$ cat src/hw/rtl/orcs_pkg.sv
// Package with the word types, record types and constants of the OPT cache set.
`default_nettype none
package orcs_pkg;

  localparam int unsigned TAG_W     = 31;
  localparam int unsigned TIME_W    = 31;
  localparam int unsigned CNT_W     = 32;
  localparam int unsigned CFG_W     = 5;
  localparam int unsigned OUT_WAY_W = 4;
  // Enough to number up to 1024 ways.
  localparam int unsigned WAY_IDX_W = 10;

  localparam logic [CFG_W-1:0] CFG_RESET = 5'd16;

  typedef enum logic {
    CMD_ACCESS = 1'b0,
    CMD_FLUSH  = 1'b1
  } orcs_cmd_e;

  typedef struct packed {
    orcs_cmd_e          command;
    logic [TAG_W-1:0]   line_tag;
    logic [TIME_W-1:0]  next_use_time;
    logic               never_again;
  } orcs_in_t;

  typedef struct packed {
    logic                 hit;
    logic [OUT_WAY_W-1:0] way_used;
    logic                 evicted_valid;
    logic [TAG_W-1:0]     evicted_tag;
    logic [CNT_W-1:0]     hit_total;
    logic [CNT_W-1:0]     access_total;
  } orcs_out_t;

  // Running search record handed from cell to cell.
  typedef struct packed {
    logic                 hit;
    logic [WAY_IDX_W-1:0] hit_way;
    logic                 found_never;
    logic                 have_best;
    logic [TIME_W-1:0]    best_nu;
    logic [WAY_IDX_W-1:0] vict_way;
    logic [TAG_W-1:0]     vict_tag;
  } orcs_rec_t;

  // Write broadcast from the control to all cells.
  typedef struct packed {
    logic                 clr;
    logic                 en;
    logic                 set_tag;
    logic [WAY_IDX_W-1:0] way;
    logic [TAG_W-1:0]     tag;
    logic [TIME_W-1:0]    nu;
    logic                 never;
  } orcs_wr_t;

endpackage
`default_nettype wire

$ cat src/hw/rtl/orcs_cell.sv
// One way of the set: stored line state plus one stage of the lookup and victim search.
`default_nettype none
module orcs_cell #(
  parameter int unsigned IDX = 0
) (
  input  logic                      clk_i,
  input  logic                      rst_ni,
  input  logic                      act_i,
  input  logic [orcs_pkg::TAG_W-1:0] query_tag_i,
  input  logic                      tok_i,
  input  orcs_pkg::orcs_rec_t       rec_i,
  input  orcs_pkg::orcs_wr_t        wr_i,
  output logic                      tok_o,
  output orcs_pkg::orcs_rec_t       rec_o
);
  import orcs_pkg::*;

  logic [TAG_W-1:0]  tag_q;
  logic [TIME_W-1:0] nu_q;
  logic              never_q;
  logic              valid_q;
  logic              tok_q;
  orcs_rec_t         rec_q, rec_d;
  logic              wr_sel;

  localparam logic [WAY_IDX_W-1:0] MyWay = WAY_IDX_W'(IDX);

  assign wr_sel = wr_i.en && (wr_i.way == MyWay);

  always_comb begin
    rec_d = rec_i;
    if (act_i) begin
      // The first matching way along the chain wins.
      if (valid_q && (tag_q == query_tag_i) && !rec_i.hit) begin
        rec_d.hit     = 1'b1;
        rec_d.hit_way = MyWay;
      end
      // A never-reused way overrides anything before it; otherwise keep the first maximum.
      if (never_q) begin
        rec_d.vict_way    = MyWay;
        rec_d.vict_tag    = tag_q;
        rec_d.found_never = 1'b1;
      end else if (!rec_i.found_never && (!rec_i.have_best || nu_q > rec_i.best_nu)) begin
        rec_d.vict_way  = MyWay;
        rec_d.vict_tag  = tag_q;
        rec_d.best_nu   = nu_q;
        rec_d.have_best = 1'b1;
      end
    end
  end

  always_ff @(posedge clk_i or negedge rst_ni) begin
    if (!rst_ni) begin
      valid_q <= 1'b0;
      tok_q   <= 1'b0;
    end else begin
      tok_q <= tok_i;
      if (wr_i.clr) begin
        valid_q <= 1'b0;
      end else if (wr_sel && wr_i.set_tag) begin
        valid_q <= 1'b1;
      end
    end
  end

  always_ff @(posedge clk_i) begin
    rec_q <= rec_d;
    if (!wr_i.clr && wr_sel) begin
      nu_q    <= wr_i.nu;
      never_q <= wr_i.never;
      if (wr_i.set_tag) begin
        tag_q <= wr_i.tag;
      end
    end
  end

  assign tok_o = tok_q;
  assign rec_o = rec_q;

endmodule
`default_nettype wire

$ cat src/hw/rtl/optimal_replacement_cache_set_top.sv
// Top level of the OPT cache set: request control, cell chain, write-back and counters.
//
//   channel | direction | handshake            | word
//   in      | input     | in_valid_i/in_stall_o | orcs_in_t: command, tag, next use, never
//   out     | output    | out_valid_o/out_stall_i | orcs_out_t: hit, way, eviction, totals
//   cfg     | input     | cfg_valid_i/cfg_ready_o | ways in use, 5 bits
//
// An access is taken into the request register, and then the request record walks the
// chain of cells one way per cycle and waits in the result register for its write-back.
// A flush takes effect and shows its result in the cycle after acceptance.
// Reset empties the set, clears the counters and sets ways in use to 16.
// A stalled output holds its word; a request is taken only when idle and the output is free.
`default_nettype none
module optimal_replacement_cache_set_top #(
  parameter int unsigned WAYS = 16
) (
  input  logic                  clk_i,
  input  logic                  rst_ni,
  input  logic                  in_valid_i,
  output logic                  in_stall_o,
  input  orcs_pkg::orcs_in_t    in_word_i,
  output logic                  out_valid_o,
  input  logic                  out_stall_i,
  output orcs_pkg::orcs_out_t   out_word_o,
  input  logic                  cfg_valid_i,
  output logic                  cfg_ready_o,
  input  logic [orcs_pkg::CFG_W-1:0] cfg_data_i
);
  import orcs_pkg::*;

  localparam int unsigned FillW = $clog2(WAYS + 1);

  logic [CFG_W-1:0] ways_q;
  logic [CFG_W-1:0] ways_n;
  logic             busy_q, start_q, pend_q;
  orcs_in_t         req_q;
  orcs_rec_t        res_q;
  logic             out_valid_q;
  orcs_out_t        out_q, wb_out;
  logic [FillW-1:0] fill_q;
  logic [CNT_W-1:0] hit_cnt_q, acc_cnt_q, hit_cnt_d, acc_cnt_d;

  logic             in_acc, out_free, do_wb, is_flush, full;
  orcs_wr_t         wr;

  logic [WAYS-1:0]  act;
  logic [WAYS:0]    tok;
  orcs_rec_t        rec [WAYS+1];

  // Clamp the configured way count to 1..WAYS.
  always_comb begin
    if (ways_q == '0) begin
      ways_n = CFG_W'(1);
    end else if (32'(ways_q) > WAYS) begin
      ways_n = CFG_W'(WAYS);
    end else begin
      ways_n = ways_q;
    end
  end

  assign out_free   = !out_valid_q || !out_stall_i;
  assign in_stall_o = busy_q || !out_free;
  assign in_acc     = in_valid_i && !in_stall_o;
  assign is_flush   = (in_word_i.command == CMD_FLUSH);
  assign do_wb      = pend_q && out_free;
  assign cfg_ready_o = !busy_q;

  assign full = !(32'(fill_q) < 32'(ways_n));

  assign hit_cnt_d = (res_q.hit && !(&hit_cnt_q)) ? hit_cnt_q + 1'b1 : hit_cnt_q;
  assign acc_cnt_d = (&acc_cnt_q) ? acc_cnt_q : acc_cnt_q + 1'b1;

  always_comb begin
    wr         = '0;
    wr.clr     = in_acc && is_flush;
    wr.en      = do_wb;
    wr.set_tag = !res_q.hit;
    wr.tag     = req_q.line_tag;
    wr.nu      = req_q.next_use_time;
    wr.never   = req_q.never_again;
    if (res_q.hit) begin
      wr.way = res_q.hit_way;
    end else if (!full) begin
      wr.way = WAY_IDX_W'(fill_q);
    end else begin
      wr.way = res_q.vict_way;
    end

    wb_out               = '0;
    wb_out.hit           = res_q.hit;
    wb_out.way_used      = wr.way[OUT_WAY_W-1:0];
    wb_out.evicted_valid = !res_q.hit && full;
    wb_out.evicted_tag   = (!res_q.hit && full) ? res_q.vict_tag : '0;
    wb_out.hit_total     = hit_cnt_d;
    wb_out.access_total  = acc_cnt_d;
  end

  assign rec[0] = '0;
  assign tok[0] = start_q;

  for (genvar i = 0; i < WAYS; i++) begin : g_cell
    assign act[i] = (32'(i) < 32'(ways_n));
    orcs_cell #(.IDX(i)) u_cell (
      .clk_i       (clk_i),
      .rst_ni      (rst_ni),
      .act_i       (act[i]),
      .query_tag_i (req_q.line_tag),
      .tok_i       (tok[i]),
      .rec_i       (rec[i]),
      .wr_i        (wr),
      .tok_o       (tok[i+1]),
      .rec_o       (rec[i+1])
    );
  end

  always_ff @(posedge clk_i or negedge rst_ni) begin
    if (!rst_ni) begin
      ways_q      <= CFG_RESET;
      busy_q      <= 1'b0;
      start_q     <= 1'b0;
      pend_q      <= 1'b0;
      out_valid_q <= 1'b0;
      fill_q      <= '0;
      hit_cnt_q   <= '0;
      acc_cnt_q   <= '0;
    end else begin
      if (cfg_valid_i && cfg_ready_o) begin
        ways_q <= cfg_data_i;
      end
      start_q <= in_acc && !is_flush;
      if (in_acc && !is_flush) begin
        busy_q <= 1'b1;
      end else if (do_wb) begin
        busy_q <= 1'b0;
      end
      if (tok[WAYS]) begin
        pend_q <= 1'b1;
      end else if (do_wb) begin
        pend_q <= 1'b0;
      end
      if ((in_acc && is_flush) || do_wb) begin
        out_valid_q <= 1'b1;
      end else if (!out_stall_i) begin
        out_valid_q <= 1'b0;
      end
      if (in_acc && is_flush) begin
        fill_q    <= '0;
        hit_cnt_q <= '0;
        acc_cnt_q <= '0;
      end else if (do_wb) begin
        hit_cnt_q <= hit_cnt_d;
        acc_cnt_q <= acc_cnt_d;
        if (!res_q.hit && !full) begin
          fill_q <= FillW'(fill_q + 1'b1);
        end
      end
    end
  end

  always_ff @(posedge clk_i) begin
    if (in_acc) begin
      req_q <= in_word_i;
    end
    if (tok[WAYS]) begin
      res_q <= rec[WAYS];
    end
    if (in_acc && is_flush) begin
      out_q <= '0;
    end else if (do_wb) begin
      out_q <= wb_out;
    end
  end

  assign out_valid_o = out_valid_q;
  assign out_word_o  = out_q;

endmodule
`default_nettype wire

$ cat config.mk
export PLATFORM = sky130hd
export DESIGN_NAME = optimal_replacement_cache_set_top
export DESIGN_NICKNAME = d
export VERILOG_FILES = /design/src/hw/rtl/orcs_pkg.sv /design/src/hw/rtl/orcs_cell.sv /design/src/hw/rtl/optimal_replacement_cache_set_top.sv
export SDC_FILE = /design/constraint.sdc
export NUM_CORES = 2
export LEC_CHECK = 0
export ABC_CLOCK_PERIOD_IN_PS = 18400
export BUFFER_PORTS_ARGS = -buffer_cell sky130_fd_sc_hd__buf_4
export CAP_MARGIN = 0
export CORE_ASPECT_RATIO = 0.75
export CORE_MARGIN = 3
export CORE_UTILIZATION = 56
export DETAILED_ROUTE_END_ITERATION = 10
export GPL_TIMING_DRIVEN = 0
export PLACE_DENSITY = 0.79
export SYNTH_ARGS = -nofsm -noshare
export SYNTH_HDL_FRONTEND = slang
export SYNTH_HIERARCHICAL = 1
export SYNTH_SLANG_ARGS = --single-unit
$ cat constraint.sdc
create_clock -name clk_i -period 18.4 [get_ports clk_i]
set_input_delay 0.92 -clock clk_i [delete_from_list [all_inputs] [get_ports clk_i]]
set_output_delay 0.92 -clock clk_i [all_outputs]
set_load 0.02 [all_outputs]
* After elaboration in Yosys (flattened, before gate mapping)
Index checks and enable logic that the tools add are counted.
** Cells by class
- Reduce and logical (&&, ||, !) cells :: 217
- Add/subtract/negate cells :: 3
- Bitwise operators :: 2
- Order comparisons :: 33
- Mux-type cells :: 144
- Equal/unequal tests :: 32
** Operators with widths (number)
- $mux W85 :: 15
- $mux W73 :: 15
- $mux W32 :: 22
- $mux W41 :: 15
- $eq A31 B31 Y1 :: 16
- $gt A31 B31 Y1 :: 15
- $mux W11 :: 16
- $logic_and A1 B1 Y1 :: 102
- $eq A10 B4 Y1 const B :: 8
- $add A32 B1 Y32 const B :: 2
- $reduce_and A32 Y1 :: 2
- $logic_not A1 Y1 :: 55
- $mux W1 :: 53
- $eq A10 B3 Y1 const B :: 4
- $lt A4 B5 Y1 const A :: 8
- $reduce_bool A2 Y1 :: 20
- $reduce_and A2 Y1 :: 17
- $mux W31 :: 1
- $mux W5 :: 5
- $eq A10 B2 Y1 const B :: 2
- $lt A3 B5 Y1 const A :: 4
- $mux W10 :: 2
- $logic_or A1 B1 Y1 :: 18
- $eq A10 B1 Y1 const B :: 1
- 10 further kinds :: 13
** Word-level totals
- Bits in registers :: 2661
- Input port bits :: 74
- Logic and storage cells :: 641
- Output and inout port bits :: 104

* Depth between registers and ports, before layout
- Depth in word-level cells :: 11
- Mapped depth :: 15
- Depth with buffers taken out :: 13

* Modules after synthesis
Netlist, hierarchy kept.
** Modules (own cells, without submodules)
- orcs_cell at g_cell[5].u_cell ... :: seq. area each 3643.5 sq um, instances 3, area an instance 5928.2 sq um, cells an instance 420
- orcs_cell at g_cell[10].u_cell ... :: seq. area each 3643.5 sq um, instances 3, area an instance 5834.3 sq um, cells an instance 414
- optimal_replacement_cache_set_top :: seq. area each 7428.4 sq um, instances 1, area an instance 12271.8 sq um, cells an instance 1129
- orcs_cell at g_cell[4].u_cell ... :: seq. area each 3643.5 sq um, instances 2, area an instance 6067.1 sq um, cells an instance 420
- orcs_cell at g_cell[1].u_cell ... :: seq. area each 3643.5 sq um, instances 2, area an instance 5843.1 sq um, cells an instance 414
- orcs_cell at g_cell[7].u_cell :: seq. area each 3643.5 sq um, instances 1, area an instance 5845.6 sq um, cells an instance 421
- orcs_cell at g_cell[15].u_cell :: seq. area each 3643.5 sq um, instances 1, area an instance 5839.4 sq um, cells an instance 415
- orcs_cell at g_cell[11].u_cell :: seq. area each 3643.5 sq um, instances 1, area an instance 5834.3 sq um, cells an instance 415
- orcs_cell at g_cell[3].u_cell :: seq. area each 3643.5 sq um, instances 1, area an instance 5833.1 sq um, cells an instance 415
- orcs_cell at g_cell[12].u_cell :: seq. area each 3643.5 sq um, instances 1, area an instance 5831.8 sq um, cells an instance 414
- orcs_cell at g_cell[0].u_cell :: seq. area each 3643.5 sq um, instances 1, area an instance 5829.3 sq um, cells an instance 414

* Worst setup path after synthesis
OpenSTA, ideal clock, no wires.
- Kind :: reg-to-reg
- From :: reg ways_q[4]
- To :: reg g_cell[13].u_cell.tag_q[0] (enable)
- Setup time :: 0.392 ns
- Clock period less this slack :: 7.490 ns
- Arrival time :: 7.099 ns
- Data required time :: 18.008 ns
- Setup slack :: 10.910 ns
- Path buffers :: 1
- Stages on the path, launching flop included :: 12
- Cells stage by stage :: dfstp_2 inv_1 clkbuf_1 nand2_1 ha_1 inv_1 o311ai_0 a21oi_1 o311ai_0 or4b_2 nor3_1 and2_1
** RTL lines
- start, declared :: RTL line optimal_replacement_cache_set_top.sv:33 : logic [CFG_W-1:0] ways_q;
- start signal, assigned :: RTL line optimal_replacement_cache_set_top.sv:128 : ways_q <= cfg_data_i;
- end signal, assigned :: RTL line orcs_cell.sv:72 : tag_q <= wr_i.tag;
- end, declared :: RTL line orcs_cell.sv:18 : logic [TAG_W-1:0] tag_q;

==> flow_metrics.tcl <==
set metrics [dict create \
    status "complete, no violations" \
    max_freq_ghz 0.156 \
    irDropWorstVdd_mv 0.102 \
    setup_violations 0 \
    gr-usage-met1_pct 33.1 \
    total_power_mw 14.6 \
    slew_headroom_pct 6.92 \
    path_class "register to register" \
    worstHoldPathType "primary input to asynchronous set/reset pin" \
    coreArea_sq_um 186000 \
    worst_clock_skew_ns 0.0697 \
    clock_latency_ns 0.86 \
    syn_area_per_cell_sq_um 13.6 \
    io_pins 178 \
    grt_max_degree 64 \
    wire_per_inst_microns 20.0 \
    grt_overflow_total 0 \
    vias 59527 \
    p_leak_nw 47.5 \
    drtAntennaViolNets 0 \
    antenna_found_initial 2 \
    layout_commonest_cell "dfxtp_1" \
    drive_gt1_share_pct 20.1 \
    crit_fanout 33 \
    drc 0 \
    top_usage_layer "met2" \
    cts_resized 0 \
    first_pass_iters 6 \
    rsz0062_at_grt "false" \
    io_buffers 177 \
    cts_buffers 229 \
    cts_tree "done" \
    grt_use_total_pct 22.6 \
    grt_first_pass_wirelength_microns 347000 \
    clockBufferDepth 3 \
    clock-root-buffer "clkbuf_16" \
    place_hpwl_microns 162000 \
    grt_use_met2_pct 34.7 \
    ys_warn_count 6 \
    tns_ns 0 \
    end_kind "register" \
    fp.dieW_microns 507 \
    postCtsSetupRepairBufs 0 \
    arrival_ns 6.84 \
    postCtsHoldBufs 0 \
    h-tree-depth 4 \
    vias_per_cell 5.40 \
    grtUsageMet3_pct 3.46 \
    path_buf_inv 4 \
    cpMostUsedCell "inv_1" \
    drt_iter0_markers 4516 \
    cpPeakStageDelay_ns 1.16 \
    path_delay_family "simple AND/OR/NAND/NOR gates" \
    finalHoldViolations 0 \
    first_global_vias 61192 \
    cp.depth 13 \
    p_per_area_nw_per_um2 122 \
    critPathLaunchType "register" \
    slew_viol_final 0 \
    finalCriticalPeriod_ns 6.39 \
    worstMarginPinSlew_ns 1.40 \
    nNetsFinal 8884 \
    area_delta_synth_final_pct 13.5 \
    critPathSlowestCell "and2_1" \
    die-area_sq_um 193000 \
    synthCells 7720 \
    cts.sinks 2661 \
    gp_congestion 0.901 \
    synth_area_sq_um 105000 \
    cap_viol_max_count 0 \
    rows 137 \
    cp_cell_sequence "inv_1 -> clkbuf_1 -> nand2_1 -> ha_1 -> inv_1 -> o311ai_0 -> a21o_1 -> buf_2 -> mux2i_1 -> mux2i_2 -> nor4bb_1 -> and3_2 -> and2_1" \
    final_cell_mix "dfxtp_1, edfxtp_1, inv_1" \
    post-route-period-util_pct 34.7 \
    r2r_cells 13 \
    clkSlewWorstSetupHoldPaths_ns 0.07 \
    routed_wl_microns 221000 \
    die_y_microns 382 \
    crit_required_ns 18.85 \
    initial_core_util_pct 56.5 \
]
through the flow:
stage / instances / cell area [sq um] / setup slack, ns / util (%) / hold slack [ns]
finish: 11017 / 120000 / 12.01 / 64.1 / 0.0656
global route: 11015 / 120000 / 11.79 / 64.1 / 0.0809
CTS: 11013 / 119000 / 11.37 / 64.1 / 0.0441
detailed placement: 10577 / 112000 / 11.47 / 59.8 / 0.336
global placement: 10520 / 110000 / 7.96 / 59.1 / 0.331
floorplan: 7841 / 106000 / 10.91 / - / 0.331
where the power goes:
part	leakage (nW)	total, mW	switching [mW]	internal, mW
Clock	3.87	4.95	2.12	2.83
Combinational	20.1	2.23	1.10	1.13
Sequential	23.6	7.40	0.433	6.97
Total	47.5	14.6	3.66	10.9
flip-flops by register name (all words and copies together) (netlist names):
| name | cells |
|---|---|
| pend_q | 1 |
| g_cell.u_cell/tag_q | 496 |
| g_cell.u_cell/tok_o | 16 |
| start_q | 1 |
| g_cell.u_cell/nu_q | 496 |
| g_cell.u_cell/valid_q | 16 |
| acc_cnt_q | 32 |
| ways_q | 5 |
| out_word_o | 101 |
| g_cell.u_cell/never_q | 16 |
| out_valid_o | 1 |
| hit_cnt_q | 32 |
| busy_q | 1 |
| g_cell.u_cell/rec_o | 1327 |
| res_q | 52 |
| req_q | 63 |
| fill_q | 5 |
metal layers:
metal | wire length, microns | vias up
met1 | 105000 | 28762
met2 | 95900 | 1676
met3 | 12400 | 411
met5 | 0 | -
li1 | - | 28678
met4 | 6900 | 0
layout make-up:
type	instances	area, sq um
buffer	178	1410
timing repair buffer	235	2650
inverter	610	2290
clock buffer	334	6680
fill	13051	67000
clock inverter	102	1200
tap	2502	3130
sequential	2661	65100
antenna	3	7.51
multi-input combinational	4392	37100
final timing paths:
check | from | slack (ns) | endpoint
hold / removal | rst_ni | 0.07 | acc_cnt_q[27]$_DFFE_PN0P_
min in group clk_i | in_word_i[7] | 0.23 | req_q[7]$_DFFE_PP_
hold reg to reg | g_cell[7].u_cell/tok_o$_DFF_PN0_ | 0.34 | g_cell[8].u_cell/tok_o$_DFF_PN0_
setup / recovery | ways_q[4]$_DFFE_PN1P_ | 12.01 | g_cell[4].u_cell/tag_q[22]$_DFFE_PP_
max in group asynchronous | rst_ni | 17.52 | g_cell[4].u_cell/valid_q$_DFFE_PN0P_
setup reg to reg | ways_q[4]$_DFFE_PN1P_ | 12.01 | g_cell[4].u_cell/tag_q[22]$_DFFE_PP_
Note: power is estimated with default switching activity, not from simulation.
